## src/rtl/core/nlrd_pkg.sv

```systemverilog
// Shared types and constants for the note loop recorder/detector.
// Holds the channel words, the stored event entry and the sequencer states.
// No dependencies.
package nlrd_pkg;

  localparam int NOTE_W  = 7;
  localparam int VEL_W   = 7;
  localparam int CHAN_W  = 4;
  localparam int TS_W    = 32;
  localparam int DELTA_W = 16;
  localparam int CODE_W  = 3;
  localparam int LEN_W   = 6;
  localparam int POS_W   = 5;
  localparam int SLOT_W  = 2;
  localparam int WIN_W   = 8;

  localparam int CFG_IDX_W  = 1;
  localparam int CFG_DATA_W = 8;

  localparam logic [CFG_IDX_W-1:0] CFG_AUTO_MODE = 1'b0;
  localparam logic [CFG_IDX_W-1:0] CFG_CHORD_WIN = 1'b1;

  localparam logic [WIN_W-1:0]   CHORD_WIN_RST = 8'd10;
  localparam logic [DELTA_W-1:0] DELTA_MAX     = 16'hFFFF;
  localparam int                 MIN_SEARCH    = 5;

  typedef enum logic [CODE_W-1:0] {
    RES_PASS    = 3'd0,
    RES_IGNORED = 3'd1,
    RES_RECORD  = 3'd2,
    RES_LOOP    = 3'd3,
    RES_FULL    = 3'd4,
    RES_START   = 3'd5
  } res_code_t;

  typedef enum logic [SLOT_W-1:0] {
    SLOT_IDLE   = 2'd0,
    SLOT_PLAY   = 2'd1,
    SLOT_RECORD = 2'd2
  } slot_t;

  typedef struct packed {
    logic              action;
    logic [NOTE_W-1:0] note;
    logic [VEL_W-1:0]  velocity;
    logic [CHAN_W-1:0] channel;
    logic [TS_W-1:0]   timestamp;
  } in_word_t;

  typedef struct packed {
    logic [CODE_W-1:0] result_code;
    logic [LEN_W-1:0]  loop_length;
    logic [POS_W-1:0]  loop_position;
    logic [SLOT_W-1:0] slot_state;
    logic [CHAN_W-1:0] slot_channel;
  } out_word_t;

  // vel[7] is the chord flag, vel[6:0] the halved velocity
  typedef struct packed {
    logic [DELTA_W-1:0] delta;
    logic [NOTE_W-1:0]  note;
    logic [7:0]         vel;
  } entry_t;

  typedef enum logic [4:0] {
    S_IDLE,
    S_REC_RD,
    S_REC_CHK,
    S_REC_W2,
    S_SORT_INIT,
    S_SORT_LD,
    S_SORT_RD,
    S_SORT_CMP,
    S_SORT_TAIL,
    S_SRCH_PREP,
    S_INIT,
    S_INIT_CHK,
    S_RD,
    S_CHK,
    S_PREV,
    S_PREV_CHK,
    S_NEXT,
    S_DONE
  } fsm_t;

  function automatic logic is_off(entry_t e);
    return e.vel[6:0] == 7'd0;
  endfunction

endpackage

```

## src/rtl/core/note_loop_recorder_detector.sv

```systemverilog
// Note loop recorder/detector for one slot: event store, chord sort, loop search.
// Depends on nlrd_pkg. Event store is a 2-read/1-write synchronous memory.
// Sequence: start/pass/ignore/full words go straight to the result; a recorded note is
//   read, then written, plus a sort by note in passes when a chord is formed (c = stored
//   events, at most c passes), plus a loop search over each tried start.
// Flow: one word in flight; no new word is taken until the current result is loaded,
//   set by the single memory sequencer. A finished result may wait while the next word
//   is accepted. Reset clears control state and the configuration registers; the store
//   contents are undefined until written, no clearing pass.
module note_loop_recorder_detector #(
  parameter int EVENT_DEPTH = 32
) (
  input  logic                                clk,
  input  logic                                rst,
  input  logic                                cfg_we,
  input  logic [nlrd_pkg::CFG_IDX_W-1:0]      cfg_index,
  input  logic [nlrd_pkg::CFG_DATA_W-1:0]     cfg_data,
  input  logic                                in_valid,
  output logic                                in_stall,
  input  nlrd_pkg::in_word_t                  in_word,
  output logic                                out_valid,
  input  logic                                out_stall,
  output nlrd_pkg::out_word_t                 out_word
);
  import nlrd_pkg::*;

  localparam int AW = $clog2(EVENT_DEPTH);
  localparam int CW = $clog2(EVENT_DEPTH + 1);

  // store and read ports
  entry_t mem [EVENT_DEPTH];
  entry_t qa, qb;
  logic            we;
  logic [AW-1:0]   wa, rb;
  entry_t          wd;

  // control and state registers
  fsm_t            state, state_next;
  logic            auto_mode;
  logic [WIN_W-1:0] chord_win;
  logic [CW-1:0]   event_count, loop_size, st, bi, common;
  logic [CHAN_W-1:0] record_channel;
  logic [TS_W-1:0] last_event_time;
  slot_t           rstate;
  res_code_t       code;
  logic [CW-1:0]   pos;
  in_word_t        item;
  logic [DELTA_W-1:0] dlt;
  logic [AW-1:0]   ai, wi;
  entry_t          carry;
  logic            swapped;

  logic            accept, chord, sw_hit, run_hit;
  logic [TS_W-1:0] diff;
  logic [CW-1:0]   cnt_m1;

  assign accept = in_valid && !in_stall;
  assign in_stall = (state != S_IDLE);
  assign diff   = item.timestamp - last_event_time;
  assign cnt_m1 = event_count - CW'(1);

  assign chord = (event_count != '0) && ({8'd0, chord_win} > dlt) && (qb.note != item.note);
  assign sw_hit = (carry.delta == qa.delta) && (carry.note > qa.note);
  assign run_hit = (qa.note == qb.note) && (qa.vel[7] == qb.vel[7]);

  // memory: one write, two registered reads
  always_ff @(posedge clk) begin
    if (we) begin
      mem[wa] <= wd;
    end
    qa <= mem[ai];
    qb <= mem[rb];
  end

  // next state
  always_comb begin
    state_next = state;
    case (state)
      S_IDLE: begin
        if (accept) begin
          if (in_word.action && rstate == SLOT_RECORD && event_count < CW'(EVENT_DEPTH) &&
              !(in_word.velocity == '0 && event_count == '0)) begin
            state_next = S_REC_RD;
          end else begin
            state_next = S_DONE;
          end
        end
      end
      S_REC_RD:    state_next = S_REC_CHK;
      S_REC_CHK:   state_next = chord ? S_REC_W2 : S_SRCH_PREP;
      S_REC_W2:    state_next = S_SORT_INIT;
      S_SORT_INIT: state_next = S_SORT_LD;
      S_SORT_LD:   state_next = S_SORT_RD;
      S_SORT_RD:   state_next = S_SORT_CMP;
      S_SORT_CMP:  state_next = (CW'(wi) == event_count - CW'(2)) ? S_SORT_TAIL : S_SORT_RD;
      S_SORT_TAIL: state_next = swapped ? S_SORT_INIT : S_SRCH_PREP;
      S_SRCH_PREP: begin
        if (item.velocity != '0 && event_count >= CW'(MIN_SEARCH)) begin
          state_next = S_INIT;
        end else begin
          state_next = S_DONE;
        end
      end
      S_INIT: state_next = S_INIT_CHK;
      S_INIT_CHK: begin
        if (is_off(qa) || is_off(qb) || !run_hit) begin
          state_next = S_NEXT;
        end else begin
          state_next = S_CHK;
        end
      end
      S_RD: state_next = (bi >= event_count) ? S_NEXT : S_CHK;
      S_CHK: begin
        if (CW'(ai) < bi && is_off(qa)) begin
          state_next = S_RD;
        end else if (CW'(ai) == bi) begin
          state_next = S_NEXT;
        end else if (is_off(qb)) begin
          state_next = S_RD;
        end else if (run_hit) begin
          state_next = (ai == '0) ? S_RD : S_PREV;
        end else begin
          state_next = S_NEXT;
        end
      end
      S_PREV:     state_next = S_PREV_CHK;
      S_PREV_CHK: state_next = S_RD;
      S_NEXT: begin
        if (common >= CW'(2) || st <= CW'(2)) begin
          state_next = S_DONE;
        end else begin
          state_next = S_INIT;
        end
      end
      S_DONE: state_next = (!out_valid || !out_stall) ? S_IDLE : S_DONE;
      default: state_next = S_IDLE;
    endcase
  end

  // memory port controls
  always_comb begin
    we = 1'b0;
    wa = bi[AW-1:0];
    wd = carry;
    rb = bi[AW-1:0];
    case (state)
      S_REC_CHK: begin
        we = 1'b1;
        wa = event_count[AW-1:0];
        wd.delta = chord ? qb.delta : dlt;
        wd.note  = item.note;
        wd.vel   = {chord, 1'b0, item.velocity[VEL_W-1:1]};
      end
      S_REC_W2: begin
        we = 1'b1;
        wa = bi[AW-1:0];
        wd = qb;
        wd.vel[7] = 1'b1;
      end
      S_SORT_CMP: begin
        we = 1'b1;
        wa = wi;
        wd = sw_hit ? qa : carry;
      end
      S_SORT_TAIL: begin
        we = 1'b1;
        wa = cnt_m1[AW-1:0];
        wd = carry;
      end
      S_PREV: rb = ai - AW'(1);
      default: ;
    endcase
  end

  // datapath
  always_ff @(posedge clk) begin
    if (rst) begin
      state           <= S_IDLE;
      auto_mode       <= 1'b1;
      chord_win       <= CHORD_WIN_RST;
      event_count     <= '0;
      loop_size       <= '0;
      record_channel  <= '0;
      last_event_time <= '0;
      rstate          <= SLOT_IDLE;
      out_valid       <= 1'b0;
    end else begin
      state <= state_next;
      if (cfg_we) begin
        case (cfg_index)
          CFG_AUTO_MODE: auto_mode <= cfg_data[0];
          CFG_CHORD_WIN: chord_win <= cfg_data;
          default: ;
        endcase
      end
      // S_DONE reloads the output register itself
      if (out_valid && !out_stall && state != S_DONE) begin
        out_valid <= 1'b0;
      end
      case (state)
        S_IDLE: begin
          if (accept) begin
            item <= in_word;
            pos  <= '0;
            bi   <= cnt_m1;
            if (!in_word.action) begin
              event_count    <= '0;
              loop_size      <= '0;
              record_channel <= '0;
              rstate         <= SLOT_RECORD;
              code           <= RES_START;
            end else if (rstate != SLOT_RECORD) begin
              code <= RES_PASS;
            end else if (event_count >= CW'(EVENT_DEPTH)) begin
              event_count    <= '0;
              loop_size      <= '0;
              record_channel <= '0;
              rstate         <= SLOT_IDLE;
              code           <= RES_FULL;
            end else if (in_word.velocity == '0 && event_count == '0) begin
              code <= RES_IGNORED;
            end else begin
              code <= RES_RECORD;
              if (event_count == '0) begin
                record_channel <= in_word.channel;
              end
            end
          end
        end
        S_REC_RD: begin
          last_event_time <= item.timestamp;
          if (event_count == '0) begin
            dlt <= '0;
          end else if (diff > TS_W'(DELTA_MAX)) begin
            dlt <= DELTA_MAX;
          end else begin
            dlt <= diff[DELTA_W-1:0];
          end
        end
        S_REC_CHK: event_count <= event_count + CW'(1);
        S_REC_W2, S_SORT_TAIL: begin
          ai      <= '0;
          swapped <= 1'b0;
        end
        S_SORT_LD: begin
          carry <= qa;
          ai    <= AW'(1);
          wi    <= '0;
        end
        S_SORT_CMP: begin
          if (sw_hit) begin
            swapped <= 1'b1;
          end else begin
            carry <= qa;
          end
          wi <= wi + AW'(1);
          ai <= ai + AW'(1);
        end
        S_SRCH_PREP: begin
          st     <= event_count - CW'(3);
          bi     <= event_count - CW'(3);
          ai     <= '0;
          common <= '0;
        end
        S_CHK: begin
          if (CW'(ai) < bi && is_off(qa)) begin
            ai <= ai + AW'(1);
          end else if (CW'(ai) != bi) begin
            if (is_off(qb)) begin
              bi <= bi + CW'(1);
            end else if (run_hit && ai == '0) begin
              common <= common + CW'(1);
              ai     <= ai + AW'(1);
              bi     <= bi + CW'(1);
            end
          end
        end
        S_PREV_CHK: begin
          // qa still holds entry a, qb holds entry a-1
          if (qa.delta != qb.delta) begin
            common <= common + CW'(1);
          end
          ai <= ai + AW'(1);
          bi <= bi + CW'(1);
        end
        S_NEXT: begin
          if (common >= CW'(2)) begin
            loop_size <= st + CW'(1);
            pos       <= event_count - (st + CW'(1));
            code      <= RES_LOOP;
            if (auto_mode) begin
              rstate <= SLOT_PLAY;
            end
          end else begin
            st     <= st - CW'(1);
            bi     <= st - CW'(1);
            ai     <= '0;
            common <= '0;
          end
        end
        S_DONE: begin
          if (!out_valid || !out_stall) begin
            out_valid              <= 1'b1;
            out_word.result_code   <= code;
            out_word.loop_length   <= LEN_W'(loop_size);
            out_word.loop_position <= POS_W'(pos);
            out_word.slot_state    <= rstate;
            out_word.slot_channel  <= record_channel;
          end
        end
        default: ;
      endcase
    end
  end

  a_count_bound: assert property (@(posedge clk) disable iff (rst)
    event_count <= CW'(EVENT_DEPTH))
    else $error("event count beyond depth");

  a_loop_fits: assert property (@(posedge clk) disable iff (rst)
    loop_size == '0 || loop_size + CW'(2) <= event_count)
    else $error("loop size exceeds recorded events");

  a_walk_order: assert property (@(posedge clk) disable iff (rst)
    state == S_CHK |-> CW'(ai) <= bi)
    else $error("run compare pointers crossed");

  a_loop_len: assert property (@(posedge clk) disable iff (rst)
    out_valid && out_word.result_code == RES_LOOP |-> out_word.loop_length != '0)
    else $error("loop reported without length");

endmodule

```

## config.mk

```make
export PLATFORM = sky130hd
export DESIGN_NAME = note_loop_recorder_detector
export DESIGN_NICKNAME = d
export VERILOG_FILES = /design/src/rtl/core/nlrd_pkg.sv /design/src/rtl/core/note_loop_recorder_detector.sv
export SDC_FILE = /design/constraint.sdc
export NUM_CORES = 2
export LEC_CHECK = 0
export BUFFER_PORTS_ARGS = -buffer_cell sky130_fd_sc_hd__buf_2
export CORE_AREA = 8 8 328 330
export CTS_CLUSTER_DIAMETER = 40
export CTS_CLUSTER_SIZE = 12
export DETAILED_ROUTE_END_ITERATION = 8
export DIE_AREA = 0 0 336 338
export PLACE_DENSITY = 0.76
export RECOVER_POWER = 100
export SYNTH_ARGS = -nofsm -noshare
export SYNTH_HDL_FRONTEND = slang
export SYNTH_SLANG_ARGS = --single-unit
export TNS_END_PERCENT = 20
```

## constraint.sdc

```tcl
create_clock -name clk -period 6.75 [get_ports clk]
set_clock_uncertainty 0.05 [all_clocks]
set_input_delay 0.3375 -clock clk [delete_from_list [all_inputs] [get_ports clk]]
set_output_delay 0.3375 -clock clk [all_outputs]
set_load 0.01 [all_outputs]
```

==> summary.txt <==
Yosys
  – Synth Area per Inst: 12.6 µm²
  – Cell type with the largest total area after synthesis: edfxtp_1
  – Gate count of the mapped netlist: 4827
  – Synthesized area: 0.0610 mm²
  – Top-area cell type share of the netlist area: 56.2%
  – Synth Net Count: 4971
  – Yosys Warn Count: 0
  – Top post-synthesis cells by area: edfxtp_1 56%, mux4_2 11%, nand2_1 7.4%
  – Netlist cell types: 73
  – Primary FF master, synth: edfxtp_1
  – Number of flops mapped to enable cells by yosys: 1142
  – Post-synthesis sequential area ratio: 60.4%
  – Async SR Flop Fraction: 0%
  – Synth Register Bits: 1269

Clock network
  – Worst-path clk slew: 0.06 ns
  – Clock buffer depth: 3
  – H-tree levels: 4
  – CTS buffer count: 156
  – Num Clock Sinks: 1269
  – CTS tree: built
  – Clk_lat worst skew: 0.78 ns
  – CTS Root Cell: clkbuf_16
  – CTS resizes: 0

Cells and area
  – FF/Latch Area: 0.0368 mm²
  – Layout Cells excl Fill: 6402
  – Area of the multi-input gates: 0.0227 mm²
  – Filler cell count in the final layout: 6954
  – Nets: 5044
  – Layout cells sized above 1: 14.8%
  – Synthesis-to-finish area growth: 12.7%

Placement
  – DP HPWL: 107 mm
  – Cells after DPL: 6047
  – Gpl congestion: 0.895
  – # port buffers: 86
  – Setup WS pre-CTS: 1.57 ns

Pwr
  – P_leak: 23.8 nW
  – Max VDD drop: 0.296 mV
  – Pwr Total: 25.4 mW
  – Power density over cell area: 369 mW/mm²

Global route
  – Vias in the first global route: 43200
  – Total grt overflow: 0
  – Pin count of the biggest net entering global routing: 148
  – Initial antenna violation count: 1
  – First-pass GRT wire length: 270 mm
  – Total GRT Usage: 31.4%

Detailed routing
  – Drt wl/cell: 28.1 µm
  – Via count: 44000
  – Routed Antenna Nets: 0
  – DR iter-0 viols: 7056
  – Via density: 6.87
  – Detailed-router iteration count before antenna repair: 7
  – DRC: 0
  – Final WL: 180 mm

Setup path
  – Max incr delay on CP: 1.48 ns
  – CP Max Fanout: 32
  – CP startpoint: qa[9]
  – RR Startpoint: qa[9]
  – Crit path arrival time: 6.42 ns
  – CP startpoint kind: flop
  – Slowest CP cell: clkbuf_1
  – CP Class: reg -> reg
  – CP endpoint kind: flop
  – Most frequent CP cell: clkbuf_1
  – CP cell instances: inv_1 -> ha_1 -> nor2b_1 -> o21a_1 -> o21a_1 -> o21bai_1 -> a21oi_1 -> clkbuf_1 -> o21ai_0 -> and2_0 -> clkbuf_1 -> nand2_1 -> nand2_1 -> clkbuf_1
  – Critical Path RT: 7.03 ns

STA
  – Fin. Hold Viols: 0
  – Unrepaired setup endpoints after global routing: false
  – Fmax: 163 MHz
  – Rel. slew slack: -129%
  – Final period util: 90.9%
  – Final WS setup: 0.613 ns
  – Sum Neg Setup Slack: 0 ns
  – Max-slew violations: 856
  – Least-Margin Pin Slew: 3.44 ns
  – Post-layout minimum cycle time: 6.14 ns
  – Finish-stage setup viols: 0

Floorplan
  – Placeable Area: 0.103 mm²
  – DIE WIDTH: 336 µm
  – Row cnt: 118
  – Die area: 0.114 mm²
  – Chip Height: 338 µm
  – I/O pins: 87
  – Initial Util: 59.4%

Min path
  – Worst hold path type: in -> reg
  – Hold_sp: cfg_index

Job
  – Max cap viols: 27

Status
  – Failing checks: capacitance limit, slew limit
  – Status: complete, but fails checks
## cell type report
type                       instances  share of cell area (%)
sequential                      1269                    53.6
multi-input combinational       3120                    33.0
clock buffer                     194                    6.05
timing repair buffer             269                    2.83
tap                             1380                    2.51
clock inverter                    85                    1.51
inverter                          84                   0.459
antenna                            1                 0.00364
## repair_timing
item                       CTS  global route
setup buffers                0             0
hold buffers                74             0
setup endpoints to repair    0             0
hold endpoints to repair    74             0
## flip-flops by register name, indices dropped and copies added, names as in the netlist, 8 cells and up
signal / flops
qb: 31
qa: 31
chord_win: 8
mem: 992
item: 46
last_event_time: 32
carry: 31
out_word: 20
dlt: 16
## metal layers
layer | GRT usage (%) | share of wire, % | vias to the layer above
met5 | 0 | 0 | -
met4 | 15.2 | 5.4 | 0
met3 | 8.75 | 14 | 586
met2 | 48.7 | 46 | 3517
met1 | 41.1 | 35 | 21400
li1 | - | - | 18500
## worst max-delay path, delay by kind of cell (launching register included)
kind                     cells  cell delay (ns)
AND/OR/NAND/NOR              4             0.56
buffers and inverters        4             2.88
adder cells (fa/ha/maj)      1             0.31
flip-flops                   1             0.41
AO/OA/AOI/OAI                5             1.42
## logic make-up (layout without fill, tap and decap cells)
family | after synthesis | count (layout) | synth area share, %
DFF | 1269 | 1269 | 60.4
muxes | 352 | 352 | 12.2
other | 0 | 1 | 0
adders and majority gates | 79 | 79 | 1.65
and+or+nand+nor | 1905 | 1905 | 13.5
buffers and inverters | 438 | 632 | 2.76
AOI/OAI and AO/OA | 671 | 671 | 7.89
xor gates and xnor gates | 113 | 113 | 1.62
## metrics by stage
stage               cell area (µm²)  hold WS, ns  utilization, %
CTS                           69100       0.0324            67.3
finish                        68700       0.0663            67.0
floorplan                     61000        0.350               -
global placement              63200        0.354            61.6
global route                  68700        0.116            67.0
detailed placement            63200        0.355            61.6
## synthesized netlist by cell type, drive strengths merged, types with 77 or more instances
cell type  instances
a21oi            151
a311oi           186
a31oi             89
and3             133
buf               77
clkbuf           277
dfxtp            127
edfxtp          1142
ha                77
inv               82
mux4             310
nand2           1209
nand3            286
nor2             132
## cell usage in the layout (no fill, tap or decap), types with 10 or more instances in the layout
cell type      instances
o21ai_0               47
xor2_1                56
nand3_1              286
bufinv_16             15
a211oi_1              36
a21o_1                50
buf_12                12
clkinvlp_4            13
nand2_1             1209
mux2_2                21
inv_6                 10
nand2b_1              19
a222oi_1              30
ha_1                  77
nor2_1               110
dfxtp_1              127
buf_2                 52
a311oi_1             186
nor4_1                18
buf_4                 53
o211ai_1              11
mux2_1                10
clkinv_4              10
clkbuf_16            159
nor2b_1               20
xnor2_1               57
clkbuf_2              10
edfxtp_1            1142
nor2_4                19
and3_1               133
mux4_2               310
inv_1                 82
a31oi_1               89
clkbuf_1              97
nor3_1                33
a21oi_1              150
nand4_1               12
dlygate4sd3_1         74
clkinv_2              19
## worst paths after layout
kind	endpoint	slack [ns]	cells past startpoint
hold reg to reg	out_word[8]	0.37	0
hold / removal	chord_win[0]	0.07	4
setup / recovery	mem[23][1]	0.61	14
setup reg to reg	mem[23][1]	0.61	14
## power breakdown
part / internal [mW] / switching [mW] / total (mW)
sequential: 9.57 / 0.448 / 10.0
combinational: 2.37 / 4.61 / 6.98
clock: 5.00 / 3.39 / 8.39
total: 16.9 / 8.44 / 25.4
(Power assumes the default switching activity.)
